File: src/rtl/aeap_pkg.sv
// Package for the ANSI escape attribute parser: byte codes, event codes,
// parser phases and the state and result structs.
// No dependencies; the parser top level, aeap_step and aeap_checker import it.
package aeap_pkg;

    // Byte codes recognized by the parser
    localparam logic [7:0] CH_NUL      = 8'h00;
    localparam logic [7:0] CH_BEL      = 8'h07;
    localparam logic [7:0] CH_TAB      = 8'h09;
    localparam logic [7:0] CH_LF       = 8'h0A;
    localparam logic [7:0] CH_FF       = 8'h0C;
    localparam logic [7:0] CH_CR       = 8'h0D;
    localparam logic [7:0] CH_ESC      = 8'h1B;
    localparam logic [7:0] CH_LBRACKET = 8'h5B;
    localparam logic [7:0] CH_SEMI     = 8'h3B;
    localparam logic [7:0] CH_DIGIT_0  = 8'h30;
    localparam logic [7:0] CH_DIGIT_9  = 8'h39;
    localparam logic [7:0] CH_FINAL_M  = 8'h6D;
    localparam logic [7:0] CH_FINAL_K  = 8'h4B;
    localparam logic [7:0] CH_FINAL_G  = 8'h47;
    localparam logic [7:0] CH_FINAL_T  = 8'h54;
    localparam logic [7:0] CH_FINAL_S  = 8'h73;
    localparam logic [7:0] CH_FINAL_U  = 8'h75;

    // Event codes on the result channel
    localparam logic [3:0] EV_NONE       = 4'd0;
    localparam logic [3:0] EV_DRAW       = 4'd1;
    localparam logic [3:0] EV_BEEP       = 4'd2;
    localparam logic [3:0] EV_TAB        = 4'd3;
    localparam logic [3:0] EV_CLEAR      = 4'd4;
    localparam logic [3:0] EV_NEWLINE    = 4'd5;
    localparam logic [3:0] EV_RETURN     = 4'd6;
    localparam logic [3:0] EV_CLEAR_EOL  = 4'd7;
    localparam logic [3:0] EV_COLUMN     = 4'd8;
    localparam logic [3:0] EV_COLUMN_80  = 4'd9;
    localparam logic [3:0] EV_SAVE       = 4'd10;
    localparam logic [3:0] EV_RESTORE    = 4'd11;
    localparam logic [3:0] EV_LAST       = EV_RESTORE;

    // Parser phases; the spare code behaves as normal text
    localparam logic [1:0] PH_NORMAL = 2'd0;
    localparam logic [1:0] PH_ESC    = 2'd1;
    localparam logic [1:0] PH_CSI    = 2'd2;

    localparam logic [15:0] NUM_MAX = 16'hFFFF;

    typedef struct packed {
        logic       bold;
        logic       italic;
        logic       underline;
        logic       reverse;
        logic [3:0] fg;
        logic [3:0] bg;
    } attr_t;

    localparam attr_t ATTR_DEFAULT = '{
        bold: 1'b0, italic: 1'b0, underline: 1'b0, reverse: 1'b0,
        fg: 4'd0, bg: 4'd15
    };

    typedef struct packed {
        logic [1:0]  phase;
        logic [15:0] accum;
        attr_t       attr;
    } state_t;

    typedef struct packed {
        logic [3:0]  event_res;
        logic [7:0]  char_code;
        logic [15:0] param_value;
        attr_t       attr;
    } result_t;

endpackage

File: src/rtl/aeap_in_if.sv
// Request channel of the parser: one text byte per request.
// Depends on nothing.
interface aeap_in_if;
    logic       valid;
    logic       ready;
    logic [7:0] text_byte;

    modport source (output valid, output text_byte, input ready);
    modport sink   (input valid, input text_byte, output ready);
endinterface

File: src/rtl/aeap_out_if.sv
// Result channel of the parser: event, character, argument and attributes.
// Depends on nothing.
interface aeap_out_if;
    logic        valid;
    logic        ready;
    logic [3:0]  event_res;
    logic [7:0]  char_code;
    logic [15:0] param_value;
    logic [3:0]  fg_index;
    logic [3:0]  bg_index;
    logic        bold_on;
    logic        italic_on;
    logic        underline_on;
    logic        reverse_on;

    modport source (
        output valid, input ready,
        output event_res, output char_code, output param_value,
        output fg_index, output bg_index,
        output bold_on, output italic_on, output underline_on, output reverse_on
    );
    modport sink (
        input valid, output ready,
        input event_res, input char_code, input param_value,
        input fg_index, input bg_index,
        input bold_on, input italic_on, input underline_on, input reverse_on
    );
endinterface

File: src/rtl/ansi_escape_attribute_parser_unit.sv
// Top level of the ANSI escape attribute parser: input register, parse step
// and result register. Uses aeap_pkg, aeap_in_if, aeap_out_if and aeap_step.
//
//   channel   direction   payload
//   -------   ---------   -------------------------------------------------
//   text      sink        text_byte
//   result    source      event_res, char_code, param_value, fg_index,
//                         bg_index, bold_on, italic_on, underline_on,
//                         reverse_on
//
// One request per cycle is accepted sustained while result.ready stays high; a
// result passes through the input register, then the result register.
// The parse state advances when a byte moves from the input register into
// the result register, so results come out in request order.
// A stalled result register holds its value; the input register still takes
// one more byte, and text.ready drops only when both are full.
// Reset (rst_n low) empties both registers and restores normal text, a zero
// number and the default attributes (black on white, all flags off).
module ansi_escape_attribute_parser_unit
    import aeap_pkg::*;
(
    input  logic              clk,
    input  logic              rst_n,
    aeap_in_if.sink           text,
    aeap_out_if.source        result
);

    logic       s1_valid_reg;
    logic [7:0] s1_byte_reg;
    state_t     state_reg;
    logic       out_valid_reg;
    result_t    out_res_reg;

    state_t     st_next;
    result_t    step_res;
    logic       advance;
    logic       take_in;

    // Handshake: move the held byte forward when the result slot frees up
    assign advance = !out_valid_reg || result.ready;
    assign take_in = text.valid && text.ready;
    assign text.ready = !s1_valid_reg || advance;

    aeap_step u_step (
        .st        (state_reg),
        .text_byte (s1_byte_reg),
        .st_next   (st_next),
        .res       (step_res)
    );

    // Control and parser state
    always_ff @(posedge clk or negedge rst_n)
    begin
        if (!rst_n)
        begin
            s1_valid_reg    <= 1'b0;
            out_valid_reg   <= 1'b0;
            state_reg.phase <= PH_NORMAL;
            state_reg.accum <= 16'd0;
            state_reg.attr  <= ATTR_DEFAULT;
        end
        else
        begin
            if (take_in)
            begin
                s1_valid_reg <= 1'b1;
            end
            else if (advance)
            begin
                s1_valid_reg <= 1'b0;
            end

            if (s1_valid_reg && advance)
            begin
                out_valid_reg <= 1'b1;
                state_reg     <= st_next;
            end
            else if (result.ready)
            begin
                out_valid_reg <= 1'b0;
            end
        end
    end

    // Payload registers
    always_ff @(posedge clk)
    begin
        if (take_in)
        begin
            s1_byte_reg <= text.text_byte;
        end
        if (s1_valid_reg && advance)
        begin
            out_res_reg <= step_res;
        end
    end

    assign result.valid        = out_valid_reg;
    assign result.event_res    = out_res_reg.event_res;
    assign result.char_code    = out_res_reg.char_code;
    assign result.param_value  = out_res_reg.param_value;
    assign result.fg_index     = out_res_reg.attr.fg;
    assign result.bg_index     = out_res_reg.attr.bg;
    assign result.bold_on      = out_res_reg.attr.bold;
    assign result.italic_on    = out_res_reg.attr.italic;
    assign result.underline_on = out_res_reg.attr.underline;
    assign result.reverse_on   = out_res_reg.attr.reverse;

endmodule

File: src/rtl/aeap_step.sv
// Combinational parse step: current parser state and one byte in,
// next state and the result for that byte out. Uses aeap_pkg.
module aeap_step
    import aeap_pkg::*;
(
    input  state_t     st,
    input  logic [7:0] text_byte,
    output state_t     st_next,
    output result_t    res
);

    logic [19:0] accum_x10;
    logic        is_digit;
    logic        do_plain;
    logic [3:0]  ev;
    logic [7:0]  ch;
    logic [15:0] pv;

    // Foreground palette for codes 30..37
    function automatic logic [3:0] fg_map(input logic [2:0] idx);
        logic [3:0] r;
        unique case (idx)
            3'd0:    r = 4'd0;
            3'd1:    r = 4'd4;
            3'd2:    r = 4'd2;
            3'd3:    r = 4'd6;
            3'd4:    r = 4'd1;
            3'd5:    r = 4'd5;
            3'd6:    r = 4'd3;
            default: r = 4'd7;
        endcase
        return r;
    endfunction

    // Background palette for codes 40..47; white sits on the last code
    function automatic logic [3:0] bg_map(input logic [2:0] idx);
        logic [3:0] r;
        r = fg_map(idx);
        if (idx == 3'd7)
        begin
            r = 4'd15;
        end
        return r;
    endfunction

    // Apply one rendition number to the attributes
    function automatic attr_t rendition(input attr_t a, input logic [15:0] v);
        attr_t r;
        r = a;
        priority if (v == 16'd0)  r = ATTR_DEFAULT;
        else if (v == 16'd1)  r.bold      = 1'b1;
        else if (v == 16'd3)  r.italic    = 1'b1;
        else if (v == 16'd4)  r.underline = 1'b1;
        else if (v == 16'd7)  r.reverse   = 1'b1;
        else if (v == 16'd21) r.bold      = 1'b0;
        else if (v == 16'd23) r.italic    = 1'b0;
        else if (v == 16'd24) r.underline = 1'b0;
        else if (v == 16'd27) r.reverse   = 1'b0;
        else if (v >= 16'd30 && v <= 16'd37) r.fg = fg_map(3'(v - 16'd30));
        else if (v >= 16'd40 && v <= 16'd47) r.bg = bg_map(3'(v - 16'd40));
        return r;
    endfunction

    // accum * 10 + digit, wide enough that it cannot wrap
    assign accum_x10 = {1'b0, st.accum, 3'b000} + {3'b000, st.accum, 1'b0}
                     + {16'd0, text_byte[3:0]};
    assign is_digit  = (text_byte >= CH_DIGIT_0) && (text_byte <= CH_DIGIT_9);

    always_comb
    begin
        st_next  = st;
        do_plain = 1'b0;
        ev       = EV_NONE;
        ch       = 8'd0;
        pv       = 16'd0;

        // Escape and control-sequence phases; any other phase takes the normal-text path
        unique case (st.phase)
            PH_ESC:
            begin
                if (text_byte == CH_LBRACKET)
                begin
                    st_next.phase = PH_CSI;
                    st_next.accum = 16'd0;
                end
                else
                begin
                    do_plain = 1'b1;
                end
            end
            PH_CSI:
            begin
                if (is_digit)
                begin
                    st_next.accum = (accum_x10 > {4'd0, NUM_MAX}) ? NUM_MAX
                                                                  : accum_x10[15:0];
                end
                else
                begin
                    st_next.accum = 16'd0;
                    st_next.phase = PH_NORMAL;
                    priority if (text_byte == CH_SEMI)
                    begin
                        st_next.attr  = rendition(st.attr, st.accum);
                        st_next.phase = PH_CSI;
                    end
                    else if (text_byte == CH_FINAL_M)
                    begin
                        st_next.attr = rendition(st.attr, st.accum);
                    end
                    else if (text_byte == CH_FINAL_K)
                    begin
                        ev = EV_CLEAR_EOL;
                    end
                    else if (text_byte == CH_FINAL_G)
                    begin
                        ev = EV_COLUMN;
                        pv = st.accum;
                    end
                    else if (text_byte == CH_FINAL_T)
                    begin
                        ev = EV_COLUMN_80;
                        pv = st.accum;
                    end
                    else if (text_byte == CH_FINAL_S)
                    begin
                        ev = EV_SAVE;
                    end
                    else if (text_byte == CH_FINAL_U)
                    begin
                        ev = EV_RESTORE;
                    end
                end
            end
            default:
            begin
                do_plain = 1'b1;
            end
        endcase

        // Normal text, also the byte after a dropped ESC
        if (do_plain)
        begin
            st_next.phase = PH_NORMAL;
            unique case (text_byte)
                CH_NUL: ev = EV_NONE;
                CH_BEL: ev = EV_BEEP;
                CH_TAB: ev = EV_TAB;
                CH_FF:
                begin
                    ev           = EV_CLEAR;
                    st_next.attr = ATTR_DEFAULT;
                end
                CH_LF:  ev = EV_NEWLINE;
                CH_CR:  ev = EV_RETURN;
                CH_ESC:
                begin
                    ev            = EV_NONE;
                    st_next.phase = PH_ESC;
                end
                default:
                begin
                    ev = EV_DRAW;
                    ch = text_byte;
                end
            endcase
        end

        res.event_res   = ev;
        res.char_code   = ch;
        res.param_value = pv;
        res.attr        = st_next.attr;
    end

endmodule

File: src/flat_wrapper.sv
// flat-port wrapper written by rule: the top's interface ports become plain ports
module ansi_escape_attribute_parser_unit_flat import aeap_pkg::*;
  (clk, rst_n, text_valid, text_text_byte, text_ready, result_valid, result_ready, result_event_res, result_char_code, result_param_value, result_fg_index, result_bg_index, result_bold_on, result_italic_on, result_underline_on, result_reverse_on);
  aeap_in_if text_i ();
  aeap_out_if result_i ();
  input  logic clk;
  input  logic rst_n;
  input wire logic [$bits(text_i.valid)-1:0] text_valid;
  input wire logic [$bits(text_i.text_byte)-1:0] text_text_byte;
  output wire logic [$bits(text_i.ready)-1:0] text_ready;
  output wire logic [$bits(result_i.valid)-1:0] result_valid;
  input wire logic [$bits(result_i.ready)-1:0] result_ready;
  output wire logic [$bits(result_i.event_res)-1:0] result_event_res;
  output wire logic [$bits(result_i.char_code)-1:0] result_char_code;
  output wire logic [$bits(result_i.param_value)-1:0] result_param_value;
  output wire logic [$bits(result_i.fg_index)-1:0] result_fg_index;
  output wire logic [$bits(result_i.bg_index)-1:0] result_bg_index;
  output wire logic [$bits(result_i.bold_on)-1:0] result_bold_on;
  output wire logic [$bits(result_i.italic_on)-1:0] result_italic_on;
  output wire logic [$bits(result_i.underline_on)-1:0] result_underline_on;
  output wire logic [$bits(result_i.reverse_on)-1:0] result_reverse_on;
  assign text_i.valid = text_valid;
  assign text_i.text_byte = text_text_byte;
  assign text_ready = text_i.ready;
  assign result_valid = result_i.valid;
  assign result_i.ready = result_ready;
  assign result_event_res = result_i.event_res;
  assign result_char_code = result_i.char_code;
  assign result_param_value = result_i.param_value;
  assign result_fg_index = result_i.fg_index;
  assign result_bg_index = result_i.bg_index;
  assign result_bold_on = result_i.bold_on;
  assign result_italic_on = result_i.italic_on;
  assign result_underline_on = result_i.underline_on;
  assign result_reverse_on = result_i.reverse_on;
  ansi_escape_attribute_parser_unit u_core (.clk(clk), .rst_n(rst_n), .text(text_i), .result(result_i));
endmodule
File: config.mk
export PLATFORM = sky130hd
export DESIGN_NAME = ansi_escape_attribute_parser_unit_flat
export DESIGN_NICKNAME = d
export VERILOG_FILES = /design/src/rtl/aeap_pkg.sv /design/src/rtl/aeap_in_if.sv /design/src/rtl/aeap_out_if.sv /design/src/rtl/ansi_escape_attribute_parser_unit.sv /design/src/rtl/aeap_step.sv /design/src/flat_wrapper.sv
export SDC_FILE = /design/constraint.sdc
export NUM_CORES = 1
export LEC_CHECK = 0
export BUFFER_PORTS_ARGS = -buffer_cell sky130_fd_sc_hd__buf_4
export CAP_MARGIN = 30
export CORE_ASPECT_RATIO = 0.75
export CORE_UTILIZATION = 40
export DETAILED_ROUTE_END_ITERATION = 12
export GPL_TIMING_DRIVEN = 0
export SLEW_MARGIN = 15
export SYNTH_ARGS = -nofsm -noshare
export SYNTH_HDL_FRONTEND = slang
export SYNTH_SLANG_ARGS = --single-unit
File: constraint.sdc
create_clock -name clk -period 7.95 [get_ports clk]
set_clock_uncertainty 0.05 [all_clocks]
set_input_delay 1.1925 -clock clk [delete_from_list [all_inputs] [get_ports clk]]
set_output_delay 1.1925 -clock clk [all_outputs]
set_load 0.01 [all_outputs]
# == Word-level counts from Yosys, hierarchy flattened ==
# Cells that the tools add are included.
# word_totals
ff_bits,80
elab_cells,158
# classes
n_addsub,4
n_lt_le_gt_ge,7
n_eq_ne,40
muxes,63
bitwise,2
n_reduce_logical,22
# ops
operator,n
$mux 12,7
$eq 16x5->1 const B,4
$mux 16,4
$eq 8x7->1 const B,7
$mux 4,14
$pmux 3 s7,2
$pmux 18 s2,1
$eq 16x3->1 const B,2
$eq 8x4->1 const B,4
$le 16x6->1 const B,2
$mux 11,2
$eq 3x3->1 const B,7
$add 19x17->20,1
$add 20x4->20,1
$gt 20x16->1 const B,1
$mux 10,2
$mux 18,1
$mux 9,2
$pmux 3 s6,1
$eq 16x1->1 const B,1
$eq 16x2->1 const B,1
$ge 16x5->1 const B,1
$ge 16x6->1 const B,1
$logic_not 16->1,1
other kinds (31),68

# == Depth between registers and ports, before layout ==
# depth
ltp_word,25
ltp_mapped,11

# == By module ==
# From an unflattened synthesis, not the netlist that was laid out.
# hier_totals
cells_unflattened,448
hier_area_um2,5119.9
# by_module_without_submodules
module,instances,cells_per_inst,area_per_inst_um2
ansi_escape_attribute_parser_unit,1,120,2782.7
aeap_step,1,328,2337.2

# == Worst setup path before layout ==
# OpenSTA, ideal clock, no wires.
# synth_path
kind,input port to flip-flop
start,input result_ready
end,register u_core.state_reg[23] (netlist bit)
setup_time_ns,0.126
t_arrival_ns,3.336
slack_ns,4.438
stages,6
path_cell_list,nand2b_1 > nand2_1 > inv_1 > o21ai_1 > clkbuf_1 > a221o_1
# synth_via
elab_chain_cells,3
# synth_lines
element,line_no,source
from (decl),flat_wrapper.sv:12,input wire logic [$bits(result_i.ready)-1:0] result_ready;
$logic_or 1x1->1,ansi_escape_attribute_parser_unit.sv:40,assign advance = !out_valid_reg || result.ready;
$logic_and 1x1->1,ansi_escape_attribute_parser_unit.sv:73,if (s1_valid_reg && advance)
$reduce_and 3->1 (no line),-,
to (signal assigned),ansi_escape_attribute_parser_unit.sv:76,state_reg <= st_next;
to (decl),ansi_escape_attribute_parser_unit.sv:30,state_t state_reg;
# No other way between the ends.
# A chain may end at the register's enable or synchronous reset.

# == Final worst setup path ==
# layout_path
start,register u_core.state_reg[14] (netlist bit)
end,register u_core.state_reg[19] (netlist bit)
# layout_via
elab_chain_cells,6
# layout_lines
element,line_no,source
$add 19x17->20 (*),aeap_step.sv:65,"assign accum_x10 = {1'b0, st.accum, 3'b000} + {3'b000, st.accum, 1'b0}"
$add 20x4->20 (*),aeap_step.sv:66,"+ {16'd0, text_byte[3:0]};"
$gt 20x16->1,aeap_step.sv:95,"st_next.accum = (accum_x10 > {4'd0, NUM_MAX}) ? NUM_MAX"
$mux 16 (*),aeap_step.sv:95,
$mux 16 (*),aeap_step.sv:93,if (is_digit)
$pmux 18 s2 (*),aeap_step.sv:78,unique case (st.phase)
# Every way passes the cells marked *; elsewhere a longest branch is shown, timed or not.

==> flow_summary.toml <==
[synth]
synth_most_common_cell = "edfxtp_1"
yosysWarnings = 0
syn_avg_cell_area_um2 = 11.14
synth_ff_type = "edfxtp_1"
synth_common_cells = "48 x edfxtp_1, 32 x ha_1, 28 x dfrtp_1"
seq_area_frac_synth = 0.4734
syn_inst = 426
synth_top_area_cell = "edfxtp_1"
synth_edf_count = 48
synth_area_leaders = "edfxtp_1 30%, dfrtp_1 15%, ha_1 8.4%, and2_1 3.6%, a221o_1 3.0%"
async_reset_ff_frac = 0.4000
syn_nets = 472
ys_seq_elements = 80
syn-cell-area_mm2 = 0.004747
ys_types = 74
synth.top_cell.area_share = 0.3036

[sta]
relSlewSlack = 0.4021
fin_crit_ns = 3.489
worstMarginPinSlew_ns = 0.8949
tns_ns = 0
hold_viol_final = 0
fmax_ghz = 0.2866
grt_setup_unrepaired = "no"
setup_violations = 0
slew_viol_final = 0
hold-worst-slack_ns = 0.4428
fin_crit_sh = 0.4389

[routing]
dr_total_vias = 3523
drt_wl_total_um = 10510
route.detailed.drc = 0
drtIter0Drc = 230
wl_per_cell_um = 15.97
ant_nets = 0
dr.pass1.iters = 4
vias_per_cell = 5.354

[clock_network]
hold_buffers = 0
root_buffer = "clkbuf_16"
cts_sinks = 80
ctsHtreeMaxLevel = 3
post_cts_buffers = 0
cts_tree = "yes"
ctsResizeCount = 0
clkTransAtPathRegs_ns = 0.06
cts_buffers = 9
clk_latency_ns = 0.34
clock_path_buffers = 2

[critical_path]
crit_top_cell = "fa_1"
crit_path_max_fanout = 10
crit-reg2reg-launch = "u_core.state_reg[14]"
crit_path_top_delay_cell = "fa_1"
crit_path_start_kind = "flop"
cp.arrival_ns = 3.65
crit_chain = "fa_1 > inv_1 > fa_1 > nand2b_1 > a21oi_1 > o21ai_1 > a211oi_1 > a211oi_4 > buf_6 > a221o_1"
slowest_delay_ns = 0.60
reg2reg_depth = 10
startpoint = "u_core.state_reg[14]"
required_ns = 8.11
cp-endpoint = "u_core.state_reg[19]"
rrSetupSlack_ns = 4.46
reg2reg_to = "u_core.state_reg[19]"
critical_path.endpoint_type = "flop"
critical_path_class = "reg2reg"

[cells_and_area]
area.growth.synth_to_final_pct = 20.16
nFillCells = 1057
final_core_util = 0.4930
nets = 537
largest_reg_flops = 30
drive_above_1_share = 0.2077
n_antenna_cell = 0

[global_route]
track_usage = 0.1847
antenna_found_initial = 0
grt.overflow.total = 0
grt_start_max_net_pins = 33
grt_pass1_vias = 3314
grt_pass1_wl_um = 17120

[worst_hold_path]
whs_path_depth = 1
holdCritStartpoint = "u_core.state_reg[7]"
hp-class = "reg2reg"

[die]
start_util = 0.4103
core_area_mm2 = 0.01157
num_rows = 34
fp.dieW_um = 127.8
io_pins = 54
dieArea_mm2 = 0.01231
fp.dieH_um = 96.35

[pwr]
powerDensity_mw_per_mm2 = 179.8
p_leak_nw = 2.422
max-vdd-ir-drop_v = 0.0001057

[placed_design]
port_buffers = 53
dp_hpwl_um = 7919
gp_congestion = 0.8813

[flow_run]
drv_cap = 0

[run_status]
outcome = "completed"
==> metal layers <==
metal / GRT usage / wire (um) / vias up
met1: 0.2633 / 5396 / 1690
li1: - / - / 1750
met5: 0 / 0 / -
met4: 0.05588 / 134 / 0
met3: 0.04892 / 458 / 9
met2: 0.2736 / 4521 / 74
==> cell usage in the layout, fill, tap and decap left out, types with 5 or more instances in the layout <==
cell	n
and2_1	27
nor2b_1	8
nand2b_1	10
nand3_1	8
a221o_1	14
a22o_1	5
o21ai_0	21
buf_4	56
clkbuf_1	8
xnor2_1	8
nand3b_1	6
nand2_1	25
inv_1	13
nor2_1	25
and3_1	5
dfrtp_1	28
clkbuf_16	9
o21a_1	6
o21ai_1	6
xor2_1	6
a21oi_1	21
ha_1	32
o211ai_1	5
nor3_1	7
edfxtp_1	48
==> per-stage QoR <==
step / std cells / worst slack, ns / total power [W] / instance area (um2)
after floorplan: 426 / 4.438 / 0.0005214 / 4747
after global placement: 641 / 3.571 / 0.0005590 / 5348
after detailed placement: 642 / 4.472 / 0.0005620 / 5368
after CTS: 658 / 4.448 / 0.001032 / 5704
after global routing: 658 / 4.313 / 0.001059 / 5704
final: 658 / 4.461 / 0.001025 / 5704
==> worst min path at each step <==
stage                                to  slack (ns)
floorplan           u_core.state_reg[7]        0.39
global placement    u_core.state_reg[7]        0.41
detailed placement  u_core.state_reg[7]        0.42
CTS                 u_core.state_reg[7]        0.43
global route        u_core.state_reg[7]        0.48
finish              u_core.state_reg[7]        0.44
==> critical path: cells and delay by family, from the launching register on <==
kind	cells	cell delay [ns]
fa+ha+maj	2	1.05
flops	1	0.53
buf+inv	2	0.23
simple gates	1	0.19
compound gates	5	1.31
==> report_power, final <==
| group | internal (W) | switching (W) |
|---|---|---|
| logic | 0.0000346 | 0.0000428 |
| registers | 0.000466 | 0.00000953 |
| clock network | 0.000308 | 0.000165 |
==> layout make-up <==
cell class	instances	area, um2	area share
multi-input combinational	318	2372	0.4159
clock inverter	5	103.9	0.01821
clock buffer	11	232.7	0.04080
timing repair buffer	54	417.9	0.07326
tap	162	202.7	0.03553
buffer	14	75.07	0.01316
sequential	80	2247	0.3939
inverter	14	52.55	0.009213
==> cell families (layout without fill, tap and decap cells) <==
logic type	count (synthesis)	count (layout)	synth area share
buffers and inverters	28	98	0.02688
DFF	80	80	0.4734
and+or+nand+nor	159	159	0.2095
AOI/OAI and AO/OA	108	108	0.1653
xor gates and xnor gates	14	14	0.02583
adders and majority gates	34	34	0.09278
muxes	3	3	0.006326
(Power assumes the default switching activity.)
